`config.mk`:
```
export PLATFORM = sky130hd
export DESIGN_NAME = rgb_to_hsl_top
export DESIGN_NICKNAME = d
export VERILOG_FILES = /design/src/hw/rtl/rgb2hsl_pkg.sv /design/src/hw/rtl/rgb_to_hsl_top.sv /design/src/hw/rtl/rgb2hsl_front.sv /design/src/hw/rtl/rgb2hsl_div.sv
export SDC_FILE = /design/constraint.sdc
export NUM_CORES = 2
export LEC_CHECK = 0
export BUFFER_PORTS_ARGS = -buffer_cell sky130_fd_sc_hd__buf_2
export CAP_MARGIN = 20
export CORE_MARGIN = 3
export CORE_UTILIZATION = 35
export DETAILED_ROUTE_END_ITERATION = 7
export SLEW_MARGIN = 20
export SYNTH_ARGS = -nofsm -noshare
export SYNTH_HDL_FRONTEND = slang
export SYNTH_SLANG_ARGS = --single-unit
```
`constraint.sdc`:
```
create_clock -name clk -period 14.9 [get_ports clk]
set_clock_uncertainty 0.15 [all_clocks]
set_input_delay 4.47 -clock clk [delete_from_list [all_inputs] [get_ports clk]]
set_output_delay 4.47 -clock clk [all_outputs]
set_load 0.01 [all_outputs]
```
`src/hw/rtl/rgb2hsl_pkg.sv`:
```
// ----------------------------------------------------------------------------
// rgb2hsl_pkg
// Shared constants for the RGB to HSL pixel converter.
// ----------------------------------------------------------------------------
package rgb2hsl_pkg;

    // default channel width
    localparam int DEF_COLOR_BITS = 8;

    // fractional bits of hue and saturation
    localparam int FRAC_BITS = 16;

    // largest fraction, used when saturation reaches 1.0
    localparam logic [FRAC_BITS-1:0] FRAC_MAX = '1;

endpackage

```
`src/hw/rtl/rgb_to_hsl_top.sv`:
```
// ----------------------------------------------------------------------------
// rgb_to_hsl_top
// RGB to HSL pixel converter, fixed point, one pixel per clock while hsl_ready is high.
// ----------------------------------------------------------------------------
// Usage:
//   rgb channel: a pixel request (red_in, green_in, blue_in) is taken at a
//   clock edge with rgb_valid and rgb_ready high.
//   hsl channel: a result request (hue_out, saturation_out, lightness_out)
//   is handed over at an edge with hsl_valid and hsl_ready high.
//   hue_out and saturation_out are 16-bit fractions, lightness_out is
//   max + min of the channels.
//   The path from accept to hsl_valid runs through two front stages
//   (max/min, then chroma and divisors), 16 divider stages that each
//   settle one quotient bit of hue and of saturation, and the output
//   register.
//   Throughput is one pixel per clock while hsl_ready stays high; each
//   stage loads when it is empty or its content moves on, so a stalled
//   receiver holds only the full stages and bubbles are squeezed out.
//   Reset clears all stage valid bits; rgb_ready is high right after it.
//   rgb_ready is high whenever the output register is empty or hsl_ready
//   is high.
// ----------------------------------------------------------------------------
module rgb_to_hsl_top #(
    parameter int COLOR_BITS = rgb2hsl_pkg::DEF_COLOR_BITS
) (
    input  logic                              clk,
    input  logic                              rst_n,
    input  logic                              rgb_valid,
    output logic                              rgb_ready,
    input  logic [COLOR_BITS-1:0]             red_in,
    input  logic [COLOR_BITS-1:0]             green_in,
    input  logic [COLOR_BITS-1:0]             blue_in,
    output logic                              hsl_valid,
    input  logic                              hsl_ready,
    output logic [rgb2hsl_pkg::FRAC_BITS-1:0] hue_out,
    output logic [rgb2hsl_pkg::FRAC_BITS-1:0] saturation_out,
    output logic [COLOR_BITS:0]               lightness_out
);
    import rgb2hsl_pkg::*;

    localparam int CW = COLOR_BITS;
    localparam int HW = COLOR_BITS + 3;

    // front to divider
    logic          f_valid;
    logic          f_ready;
    logic          f_grey;
    logic          f_full;
    logic [CW:0]   f_light;
    logic [CW-1:0] f_sat_num;
    logic [CW-1:0] f_sat_den;
    logic [HW-1:0] f_hue_num;
    logic [HW-1:0] f_hue_den;

    // divider to output register
    logic                 d_valid;
    logic                 d_ready;
    logic                 d_grey;
    logic                 d_full;
    logic [CW:0]          d_light;
    logic [FRAC_BITS-1:0] d_sat_q;
    logic [FRAC_BITS-1:0] d_hue_q;

    // output register
    logic                 hsl_valid_reg;
    logic [FRAC_BITS-1:0] hue_reg;
    logic [FRAC_BITS-1:0] sat_reg;
    logic [CW:0]          light_reg;
    logic [FRAC_BITS-1:0] hue_next;
    logic [FRAC_BITS-1:0] sat_next;

    rgb2hsl_front #(
        .COLOR_BITS (COLOR_BITS)
    ) u_front (
        .clk       (clk),
        .rst_n     (rst_n),
        .in_valid  (rgb_valid),
        .in_ready  (rgb_ready),
        .red       (red_in),
        .green     (green_in),
        .blue      (blue_in),
        .out_valid (f_valid),
        .out_ready (f_ready),
        .grey      (f_grey),
        .sat_full  (f_full),
        .light     (f_light),
        .sat_num   (f_sat_num),
        .sat_den   (f_sat_den),
        .hue_num   (f_hue_num),
        .hue_den   (f_hue_den)
    );

    rgb2hsl_div #(
        .COLOR_BITS (COLOR_BITS)
    ) u_div (
        .clk       (clk),
        .rst_n     (rst_n),
        .in_valid  (f_valid),
        .in_ready  (f_ready),
        .in_grey   (f_grey),
        .in_full   (f_full),
        .in_light  (f_light),
        .sat_num   (f_sat_num),
        .sat_den   (f_sat_den),
        .hue_num   (f_hue_num),
        .hue_den   (f_hue_den),
        .out_valid (d_valid),
        .out_ready (d_ready),
        .out_grey  (d_grey),
        .out_full  (d_full),
        .out_light (d_light),
        .sat_q     (d_sat_q),
        .hue_q     (d_hue_q)
    );

    assign d_ready = !hsl_valid_reg || hsl_ready;

    // grey pixels give zero hue and saturation, saturation of one clamps
    always_comb
    begin
        priority if (d_grey)
        begin
            hue_next = '0;
            sat_next = '0;
        end
        else if (d_full)
        begin
            hue_next = d_hue_q;
            sat_next = FRAC_MAX;
        end
        else
        begin
            hue_next = d_hue_q;
            sat_next = d_sat_q;
        end
    end

    // output valid
    always_ff @(posedge clk or negedge rst_n)
    begin
        if (!rst_n)
        begin
            hsl_valid_reg <= 1'b0;
        end
        else if (d_ready)
        begin
            hsl_valid_reg <= d_valid;
        end
    end

    // output payload
    always_ff @(posedge clk)
    begin
        if (d_ready)
        begin
            hue_reg   <= hue_next;
            sat_reg   <= sat_next;
            light_reg <= d_light;
        end
    end

    assign hsl_valid      = hsl_valid_reg;
    assign hue_out        = hue_reg;
    assign saturation_out = sat_reg;
    assign lightness_out  = light_reg;

endmodule

```
`src/hw/rtl/rgb2hsl_front.sv`:
```
// ----------------------------------------------------------------------------
// rgb2hsl_front
// Two pipeline stages: max/min search and sector pick, then lightness,
// chroma and the numerators and divisors for hue and saturation.
// ----------------------------------------------------------------------------
module rgb2hsl_front #(
    parameter int COLOR_BITS = rgb2hsl_pkg::DEF_COLOR_BITS
) (
    input  logic                  clk,
    input  logic                  rst_n,
    input  logic                  in_valid,
    output logic                  in_ready,
    input  logic [COLOR_BITS-1:0] red,
    input  logic [COLOR_BITS-1:0] green,
    input  logic [COLOR_BITS-1:0] blue,
    output logic                  out_valid,
    input  logic                  out_ready,
    output logic                  grey,
    output logic                  sat_full,
    output logic [COLOR_BITS:0]   light,
    output logic [COLOR_BITS-1:0] sat_num,
    output logic [COLOR_BITS-1:0] sat_den,
    output logic [COLOR_BITS+2:0] hue_num,
    output logic [COLOR_BITS+2:0] hue_den
);
    import rgb2hsl_pkg::*;

    localparam int CW = COLOR_BITS;
    localparam int HW = COLOR_BITS + 3;
    localparam logic [CW:0] FULL     = {1'b0, {CW{1'b1}}};
    localparam logic [CW:0] TWO_FULL = {{CW{1'b1}}, 1'b0};

    typedef enum logic [1:0] {
        SEC_RED,
        SEC_RED_WRAP,
        SEC_GREEN,
        SEC_BLUE
    } sector_t;

    // stage a registers
    logic          a_valid_reg;
    logic [CW-1:0] a_hi_reg;
    logic [CW-1:0] a_lo_reg;
    logic [CW-1:0] a_r_reg;
    logic [CW-1:0] a_g_reg;
    logic [CW-1:0] a_b_reg;
    sector_t       a_sec_reg;

    logic [CW-1:0] a_hi_next;
    logic [CW-1:0] a_lo_next;
    sector_t       a_sec_next;

    // stage b registers
    logic          b_valid_reg;
    logic          b_grey_reg;
    logic          b_full_reg;
    logic [CW:0]   b_light_reg;
    logic [CW-1:0] b_sat_num_reg;
    logic [CW-1:0] b_sat_den_reg;
    logic [HW-1:0] b_hue_num_reg;
    logic [HW-1:0] b_hue_den_reg;

    logic [CW:0]   b_sum;
    logic [CW:0]   b_mirror;
    logic [CW-1:0] b_chroma;
    logic [HW-1:0] b_chroma_w;
    logic [CW-1:0] b_sat_den_next;
    logic [HW-1:0] b_hue_den_next;
    logic [HW-1:0] b_hue_num_next;

    logic a_load;
    logic b_load;

    // stage enables: a stage loads when empty or when its content moves on
    assign b_load   = !b_valid_reg || out_ready;
    assign a_load   = !a_valid_reg || b_load;
    assign in_ready = a_load;

    // max, min and the sector of the largest channel, ties to red then green
    always_comb
    begin
        a_hi_next = red;
        a_lo_next = red;
        if (green > a_hi_next)
        begin
            a_hi_next = green;
        end
        if (blue > a_hi_next)
        begin
            a_hi_next = blue;
        end
        if (green < a_lo_next)
        begin
            a_lo_next = green;
        end
        if (blue < a_lo_next)
        begin
            a_lo_next = blue;
        end
        priority if (a_hi_next == red)
        begin
            a_sec_next = (green < blue) ? SEC_RED_WRAP : SEC_RED;
        end
        else if (a_hi_next == green)
        begin
            a_sec_next = SEC_GREEN;
        end
        else
        begin
            a_sec_next = SEC_BLUE;
        end
    end

    // stage a valid
    always_ff @(posedge clk or negedge rst_n)
    begin
        if (!rst_n)
        begin
            a_valid_reg <= 1'b0;
        end
        else if (a_load)
        begin
            a_valid_reg <= in_valid;
        end
    end

    // stage a payload
    always_ff @(posedge clk)
    begin
        if (a_load)
        begin
            a_hi_reg  <= a_hi_next;
            a_lo_reg  <= a_lo_next;
            a_r_reg   <= red;
            a_g_reg   <= green;
            a_b_reg   <= blue;
            a_sec_reg <= a_sec_next;
        end
    end

    // lightness, chroma, saturation and hue divisors
    always_comb
    begin
        b_sum      = {1'b0, a_hi_reg} + {1'b0, a_lo_reg};
        b_chroma   = a_hi_reg - a_lo_reg;
        b_chroma_w = HW'(b_chroma);
        b_mirror   = TWO_FULL - b_sum;
        if (b_sum <= FULL)
        begin
            b_sat_den_next = b_sum[CW-1:0];
        end
        else
        begin
            b_sat_den_next = b_mirror[CW-1:0];
        end
        b_hue_den_next = (b_chroma_w << 2) + (b_chroma_w << 1);
    end

    // hue numerator in units of one sixth turn per chroma, wraps modulo 2^HW
    always_comb
    begin
        unique case (a_sec_reg)
            SEC_RED:
            begin
                b_hue_num_next = HW'(a_g_reg) - HW'(a_b_reg);
            end
            SEC_RED_WRAP:
            begin
                b_hue_num_next = b_hue_den_next - (HW'(a_b_reg) - HW'(a_g_reg));
            end
            SEC_GREEN:
            begin
                b_hue_num_next = (b_chroma_w << 1) + HW'(a_b_reg) - HW'(a_r_reg);
            end
            SEC_BLUE:
            begin
                b_hue_num_next = (b_chroma_w << 2) + HW'(a_r_reg) - HW'(a_g_reg);
            end
            default:
            begin
                b_hue_num_next = '0;
            end
        endcase
    end

    // stage b valid
    always_ff @(posedge clk or negedge rst_n)
    begin
        if (!rst_n)
        begin
            b_valid_reg <= 1'b0;
        end
        else if (b_load)
        begin
            b_valid_reg <= a_valid_reg;
        end
    end

    // stage b payload
    always_ff @(posedge clk)
    begin
        if (b_load)
        begin
            b_grey_reg    <= (b_chroma == '0);
            b_full_reg    <= (b_chroma == b_sat_den_next);
            b_light_reg   <= b_sum;
            b_sat_num_reg <= b_chroma;
            b_sat_den_reg <= b_sat_den_next;
            b_hue_num_reg <= b_hue_num_next;
            b_hue_den_reg <= b_hue_den_next;
        end
    end

    assign out_valid = b_valid_reg;
    assign grey      = b_grey_reg;
    assign sat_full  = b_full_reg;
    assign light     = b_light_reg;
    assign sat_num   = b_sat_num_reg;
    assign sat_den   = b_sat_den_reg;
    assign hue_num   = b_hue_num_reg;
    assign hue_den   = b_hue_den_reg;

endmodule

```
`src/hw/rtl/rgb2hsl_div.sv`:
```
// ----------------------------------------------------------------------------
// rgb2hsl_div
// Pipelined restoring divider, one quotient bit per stage, two lanes in
// lockstep: saturation (chroma over its divisor) and hue (numerator over
// six times chroma). Dividends do not exceed their divisors; equality
// only comes with the grey or full flag set, and the top level then overrides it.
// ----------------------------------------------------------------------------
module rgb2hsl_div #(
    parameter int COLOR_BITS = rgb2hsl_pkg::DEF_COLOR_BITS
) (
    input  logic                                clk,
    input  logic                                rst_n,
    input  logic                                in_valid,
    output logic                                in_ready,
    input  logic                                in_grey,
    input  logic                                in_full,
    input  logic [COLOR_BITS:0]                 in_light,
    input  logic [COLOR_BITS-1:0]               sat_num,
    input  logic [COLOR_BITS-1:0]               sat_den,
    input  logic [COLOR_BITS+2:0]               hue_num,
    input  logic [COLOR_BITS+2:0]               hue_den,
    output logic                                out_valid,
    input  logic                                out_ready,
    output logic                                out_grey,
    output logic                                out_full,
    output logic [COLOR_BITS:0]                 out_light,
    output logic [rgb2hsl_pkg::FRAC_BITS-1:0]   sat_q,
    output logic [rgb2hsl_pkg::FRAC_BITS-1:0]   hue_q
);
    import rgb2hsl_pkg::*;

    localparam int CW = COLOR_BITS;
    localparam int HW = COLOR_BITS + 3;
    localparam int NS = FRAC_BITS;

    // per stage registers
    logic           v_reg     [NS];
    logic           grey_reg  [NS];
    logic           full_reg  [NS];
    logic [CW:0]    light_reg [NS];
    logic [CW-1:0]  rs_reg    [NS];
    logic [CW-1:0]  ds_reg    [NS];
    logic [HW-1:0]  rh_reg    [NS];
    logic [HW-1:0]  dh_reg    [NS];
    logic [NS-1:0]  qs_reg    [NS];
    logic [NS-1:0]  qh_reg    [NS];

    logic [NS:0] ld;

    // load enables ripple back from the consumer
    always_comb
    begin
        ld[NS] = out_ready;
        for (int k = NS - 1; k >= 0; k--)
        begin
            ld[k] = !v_reg[k] || ld[k+1];
        end
    end

    assign in_ready = ld[0];

    for (genvar i = 0; i < NS; i++)
    begin : g_stage
        logic          v_in;
        logic          grey_in;
        logic          full_in;
        logic [CW:0]   light_in;
        logic [CW-1:0] rs_in;
        logic [CW-1:0] ds_in;
        logic [HW-1:0] rh_in;
        logic [HW-1:0] dh_in;
        logic [NS-1:0] qs_in;
        logic [NS-1:0] qh_in;

        logic [CW:0]   rs_sh;
        logic [CW:0]   rs_diff;
        logic [HW:0]   rh_sh;
        logic [HW:0]   rh_diff;
        logic          s_ge;
        logic          h_ge;
        logic [CW-1:0] rs_next;
        logic [HW-1:0] rh_next;

        // stage input: module ports or the previous stage
        if (i == 0)
        begin : g_first
            assign v_in     = in_valid;
            assign grey_in  = in_grey;
            assign full_in  = in_full;
            assign light_in = in_light;
            assign rs_in    = sat_num;
            assign ds_in    = sat_den;
            assign rh_in    = hue_num;
            assign dh_in    = hue_den;
            assign qs_in    = '0;
            assign qh_in    = '0;
        end
        else
        begin : g_next
            assign v_in     = v_reg[i-1];
            assign grey_in  = grey_reg[i-1];
            assign full_in  = full_reg[i-1];
            assign light_in = light_reg[i-1];
            assign rs_in    = rs_reg[i-1];
            assign ds_in    = ds_reg[i-1];
            assign rh_in    = rh_reg[i-1];
            assign dh_in    = dh_reg[i-1];
            assign qs_in    = qs_reg[i-1];
            assign qh_in    = qh_reg[i-1];
        end

        // one restoring step per lane
        always_comb
        begin
            rs_sh   = {rs_in, 1'b0};
            rs_diff = rs_sh - {1'b0, ds_in};
            s_ge    = (rs_sh >= {1'b0, ds_in});
            rs_next = s_ge ? rs_diff[CW-1:0] : rs_sh[CW-1:0];
            rh_sh   = {rh_in, 1'b0};
            rh_diff = rh_sh - {1'b0, dh_in};
            h_ge    = (rh_sh >= {1'b0, dh_in});
            rh_next = h_ge ? rh_diff[HW-1:0] : rh_sh[HW-1:0];
        end

        // stage valid
        always_ff @(posedge clk or negedge rst_n)
        begin
            if (!rst_n)
            begin
                v_reg[i] <= 1'b0;
            end
            else if (ld[i])
            begin
                v_reg[i] <= v_in;
            end
        end

        // stage payload
        always_ff @(posedge clk)
        begin
            if (ld[i])
            begin
                grey_reg[i]  <= grey_in;
                full_reg[i]  <= full_in;
                light_reg[i] <= light_in;
                rs_reg[i]    <= rs_next;
                ds_reg[i]    <= ds_in;
                rh_reg[i]    <= rh_next;
                dh_reg[i]    <= dh_in;
                qs_reg[i]    <= {qs_in[NS-2:0], s_ge};
                qh_reg[i]    <= {qh_in[NS-2:0], h_ge};
            end
        end
    end

    assign out_valid = v_reg[NS-1];
    assign out_grey  = grey_reg[NS-1];
    assign out_full  = full_reg[NS-1];
    assign out_light = light_reg[NS-1];
    assign sat_q     = qs_reg[NS-1];
    assign hue_q     = qh_reg[NS-1];

endmodule

```
### After elaboration in Yosys (flattened, before gate mapping)

Memory sizes are Yosys's and may differ from the RTL's. A register that Yosys moved wholly into a read port is not among the register bits.
Cells that the tools add are included.

* muxes and demuxes: 74
* eq/ne operators: 6
* reduce and logical (&&, ||, !) cells: 40
* $add $sub $neg: 43
* $lt $le $gt $ge: 38

Operator list (count)
* 12-bit by 11-bit greater-or-equal comparator with 1-bit output: 16
* 11-bit subtractor: 17
* 11-bit 2-to-1 mux: 16
* 8-bit 2-to-1 mux: 21
* 9-bit by 8-bit greater-or-equal comparator with 1-bit output: 16
* 8-bit subtractor: 17
* 11-bit one-hot mux with 4 select lines: 1
* 1-bit 2-to-1 mux: 34
* 8-bit equality test: 3
* 8-bit < comparator: 3
* 11-bit by 8-bit subtractor with 11-bit output: 2
* 1-bit logical NOT: 19
* 1-bit logical OR: 19
* 8-bit by 8-bit subtractor with 9-bit output: 2
* 8-bit > comparator: 2
* 16-bit 2-to-1 mux: 1
* 10-bit by 8-bit adder with 11-bit output: 1
* 10-bit by 9-bit adder with 11-bit output: 1
* 9-bit by 8-bit adder with 10-bit output: 1
* 8-bit by 8-bit adder with 9-bit output: 1
* 9-bit by 8-bit <= comparator with 1-bit output, second input constant: 1
* 8-bit logical NOT: 1
* 8-bit subtractor, first input constant: 1
* 2-bit equality test, second input constant: 2
* 3 further kinds: 3

* memories kept: 9
* input port bits: 28
* bits in writable memories: 1296
* logic and storage cells: 243
* flip-flop bits (word level): 126

Memory list
* u_div.qh_reg: words 16, width 16, read ports 16, clocked after Yosys merged registers in 1, wr ports 16, line rgb2hsl_div.sv:46 `logic [NS-1:0] qh_reg [NS];`
* u_div.qs_reg: words 16, width 16, read ports 16, clocked after Yosys merged registers in 0, wr ports 16, line rgb2hsl_div.sv:45 `logic [NS-1:0] qs_reg [NS];`
* u_div.dh_reg: words 16, width 11, read ports 15, clocked after Yosys merged registers in 0, wr ports 16, line rgb2hsl_div.sv:44 `logic [HW-1:0] dh_reg [NS];`
* u_div.rh_reg: words 16, width 11, read ports 15, clocked after Yosys merged registers in 0, wr ports 16, line rgb2hsl_div.sv:43 `logic [HW-1:0] rh_reg [NS];`
* u_div.light_reg: words 16, width 9, read ports 16, clocked after Yosys merged registers in 1, wr ports 16, line rgb2hsl_div.sv:40 `logic [CW:0] light_reg [NS];`
* u_div.ds_reg: words 16, width 8, read ports 15, clocked after Yosys merged registers in 0, wr ports 16, line rgb2hsl_div.sv:42 `logic [CW-1:0] ds_reg [NS];`
* 3 more memories

### Depth between registers and ports, before layout

* depth in word-level cells: 20
* depth in mapped cells: 21
* gate-level depth less buffers: 19

### Modules after synthesis

A second synthesis with hierarchy kept.

* cell total of the unflattened synthesis: 4346
* area, all modules: 58232.1 um^2

By module, submodules not included
* rgb2hsl_div: sequential area each 30969.7 um^2, instances 1, area each 48748.0 um^2, cells an instance 3496
* rgb2hsl_front: sequential area each 2662.6 um^2, instances 1, area each 7943.9 um^2, cells an instance 753
* rgb_to_hsl_top: sequential area each 1256.2 um^2, instances 1, area each 1540.2 um^2, cells an instance 97

### Worst setup path after synthesis

OpenSTA, ideal clock, no wires.

* path type: input port to output port
* start: input port hsl_ready
* end: output port rgb_ready
* path slack: -0.048 ns
* data arrival time: 10.328 ns
* cell stages on the path: 8
* cells stage by stage: nor2b_1 > nand2_1 > nor2_1 > nand2_1 > nor3_1 > nand3_1 > nor2_1 > nand2_1

* longest elaborated chain between the ends: 19

Ends and longest elaborated chain
* start, declared: line rgb_to_hsl_top.sv:34 `input logic hsl_ready,`
* 1-bit logical OR: line rgb_to_hsl_top.sv:116 `assign d_ready = !hsl_valid_reg || hsl_ready;`
* 1-bit logical OR: line rgb2hsl_div.sv:56 `ld[k] = !v_reg[k] || ld[k+1];`
* via u_div.ld[15]: line rgb2hsl_div.sv:48 `logic [NS:0] ld;`
* 1-bit logical OR (4 in a row): line rgb2hsl_div.sv:56
* via u_div.ld[11]: line rgb2hsl_div.sv:48
* 1-bit logical OR (11 in a row): line rgb2hsl_div.sv:56
* via f_ready: line rgb_to_hsl_top.sv:46 `logic f_ready;`
* 1-bit logical OR: line rgb2hsl_front.sv:75 `assign b_load = !b_valid_reg || out_ready;`
* 1-bit logical OR: line rgb2hsl_front.sv:76 `assign a_load = !a_valid_reg || b_load;`
* end, declared: line rgb_to_hsl_top.sv:29 `output logic rgb_ready,`

The timed path passes the listed nets, and every way through them passes these cells.

### Worst setup path in the final report

Same ends and word-level chain as after synthesis.

==> run summary <==
Router iterations before antenna repair - 7
Outcome - finished, final reports clean
GP Congestion - 0.856
H-tree depth - 3
Yosys warning total - 0
Largest net degree at the start of global routing - 77
Netlist cell types - 79
CP max FO - 49
Top cells by count, synth - 1,086 x edfxtp_1, 481 x inv_1, 393 x ha_1
Clock Tree Buf Depth - 3
# clock sinks - 1,105
Synthesis-stage register bit count - 1,105
Sequential element share of the synthesized area - 62.1%
DIE WIDTH - 396 um
CORE AREA - 150,000 um^2
Post-Synthesis Cells - 3,992
Area leader, netlist - edfxtp_1
Worst Hold Depth - 0
Via/cell ratio - 4.71
Inserted Clock Buffers - 116
Setup TNS Final - 0 ns
Via count of the first global-routing pass - 29.8k
Clk Latency, worst-skew pair - 0.71 ns
Initial antenna violation count - 0
Syn_area_per_cell - 13.3 um^2
Share of cells above drive strength 1 - 10.7%
Reg2reg path depth - 18
Routed WL - 93,600 um
Ant diodes - 0
Setup Buffers After CTS - 0
First-pass GRT wire length - 152,000 um
Setup crit end kind - output port
Crit path max-delay cell type - nor3_1
Nets - 4,610
TritonCTS clock tree - yes
CTS Hold Bufs - 0
Period utilisation layout - 83.1%
Post-Synth XOR/XNOR Area - 3.93%
Number of synthesized flops with an enable pin - 1,086
Critical Path Stages - 12
Post-synthesis simple-gate area fraction - 7.53%
Critical path cell sequence - buf_2 -> nor2b_1 -> nand2_2 -> nor2_1 -> nand2_4 -> nor3_1 -> nand3_2 -> buf_4 -> nor2_1 -> nand2_2 -> buf_4 -> buf_2
Initial core utilization - 35.4%
Final Slew Violations - 0
WL/cell - 15.0 um
Main combinational cell family by area after synthesis - adder cells
RSZ-0062 raised after global routing - no
CTS root buffer - clkbuf_16
CP delay by family, top - simple AND/OR/NAND/NOR gates
Worst path bufs/invs - 4
Endpoints failing setup - 0
DRC viols - 0
# port buffers - 70
Synth async-reset ratio - 1.72%
Top cells by area, synth - edfxtp_1 61%, ha_1 9.2%, inv_1 3.4%
Gr ovfl total - 0
Adder-cell share of the synthesized area - 10.8%
Worst EP arrival - 7.76 ns
Crit Path Class - primary input to output port
Routed Antenna Nets - 0
Yosys top cell area share - 61.2%
PostCTS Resize Cnt - 0
Reg clk slew, reported paths - 0.06 ns
Num rows - 142
Worst slew pin tran - 1.06 ns
Worst hold path type - flop to flop
Die Ht - 396 um
Final Hold Vio Count - 0
GRT Util Overall - 11.8%
Slew HR - 29.0%
Required @ worst endpoint - 10.28 ns
Drt first-iter violations - 1,476
Compound-Gate Fraction of Synth Area - 8.38%
P&R area growth vs syn - 12.4%
Tmin final - 12.38 ns
Startpoint types - primary input
Fmax - 80.8 MHz
IO Pins - 71
Full die area - 157,000 um^2
Mux share of post-synthesis cell area - 3.44%
Mapped Nets - 4,455
Vias - 29.5k
Most common cell in the synthesized netlist - edfxtp_1
Cell Area, Synth - 53,300 um^2
Top FF cell, synth - edfxtp_1
Max-cap violations - 0
HPWL after DPL - 69,000 um
Largest stage delay on the critical path - 0.75 ns
-- worst reg2reg max path: stages (launching register included) --
cell and delay, ns:
edfxtp_1 0.39, inv_1 0.06, ha_1 0.43, nand3b_1 0.16, a21boi_0 0.36, nand2b_1 0.40
clkinv_1 0.42, ha_1 0.44, nand2_1 0.05, o21ai_0 0.26, xor2_1 0.30, ha_1 0.33
o21a_1 0.13, o31ai_1 0.15, a21oi_1 0.13, nor2_1 0.20, a211o_1 0.15, o211ai_1 0.08
a211o_1 0.28
-- cells by family (layout without fill, tap and decap cells) --
| group | count (synthesis) | count (layout) |
|---|---|---|
| xor+xnor | 238 | 238 |
| buf+inv | 536 | 789 |
| simple gates | 806 | 806 |
| mux | 164 | 164 |
| compound gates | 708 | 708 |
| flops | 1105 | 1105 |
| fa+ha+maj | 435 | 435 |
-- area by class of cell --
type	count	area, um^2
Clock buffer	139	3050
Clock inverter	77	682
Fill cell	14048	90600
Inverter	483	1810
Multi-Input combinational cell	2351	18200
Sequential cell	1105	33100
Tap cell	2016	2520
Timing Repair Buffer	90	500
-- worst paths after layout --
check	start	end	slack, ns
worst max-delay path	hsl_ready	rgb_ready	2.52
worst min-delay path	u_div.qs_reg[0][112]$_DFFE_PP_	u_div.qs_reg[1][1]$_DFFE_PP_	0.23
worst max register to register	u_front.a_lo_reg[2]$_DFFE_PP_	u_front.hue_num[9]$_DFFE_PP_	9.76
worst min register to register	u_div.qs_reg[0][112]$_DFFE_PP_	u_div.qs_reg[1][1]$_DFFE_PP_	0.23
max in group asynchronous	rst_n	hsl_valid$_DFFE_PN0P_	10.64
min in group asynchronous	rst_n	u_div.g_stage[2].v_in$_DFFE_PN0P_	3.57
-- metal layers --
| layer | global-route usage (%) | part of all wire, % | vias to the layer above |
|---|---|---|---|
| li1 | - | - | 14722 |
| met1 | 14.2 | 43 | 14165 |
| met2 | 21.3 | 50 | 408 |
| met3 | 1.77 | 3.4 | 172 |
| met4 | 4.63 | 3.1 | 0 |
| met5 | 0 | 0 | - |
-- layout by cell type (no fill, tap or decap), types with 12 or more instances in the layout --
master	n
nor2_1	257
clkbuf_1	20
nand2b_1	87
nor2b_1	99
dfrtp_1	19
clkbuf_16	119
and2_1	32
inv_1	474
a211oi_1	15
ha_1	393
a2bb2oi_1	14
clkinv_1	25
nor3_1	29
a21oi_1	211
a31oi_1	13
buf_2	70
o31ai_1	12
o21ai_0	169
xor2_1	66
a21o_1	92
a221oi_1	15
nand3_1	48
mux2i_1	39
xnor2_1	171
or2_2	24
clkinv_2	27
fa_1	42
edfxtp_1	1086
o21a_1	14
buf_4	19
nand2_1	122
mux2_2	122
a21boi_0	42
nand4_1	48
o21bai_1	13
o22ai_1	19
-- per-stage QoR --
step | util (%) | std cells | instance area [um^2] | hold slack [ns] | setup WS, ns
2_1_floorplan | - | 3992 | 53300 | 0.250 | 0.586
3_3_place_gp | 37.3 | 6044 | 56100 | 0.251 | 2.62
3_5_place_dp | 37.3 | 6044 | 56100 | 0.255 | 2.61
4_1_cts | 39.8 | 6260 | 59900 | 0.225 | 2.57
5_1_grt | 39.8 | 6261 | 59900 | 0.239 | 2.18
6_report | 39.8 | 6261 | 59900 | 0.231 | 2.52
Power is not shown: default switching activity piles up to over one toggle a cycle in this logic, so the estimate is an artifact.
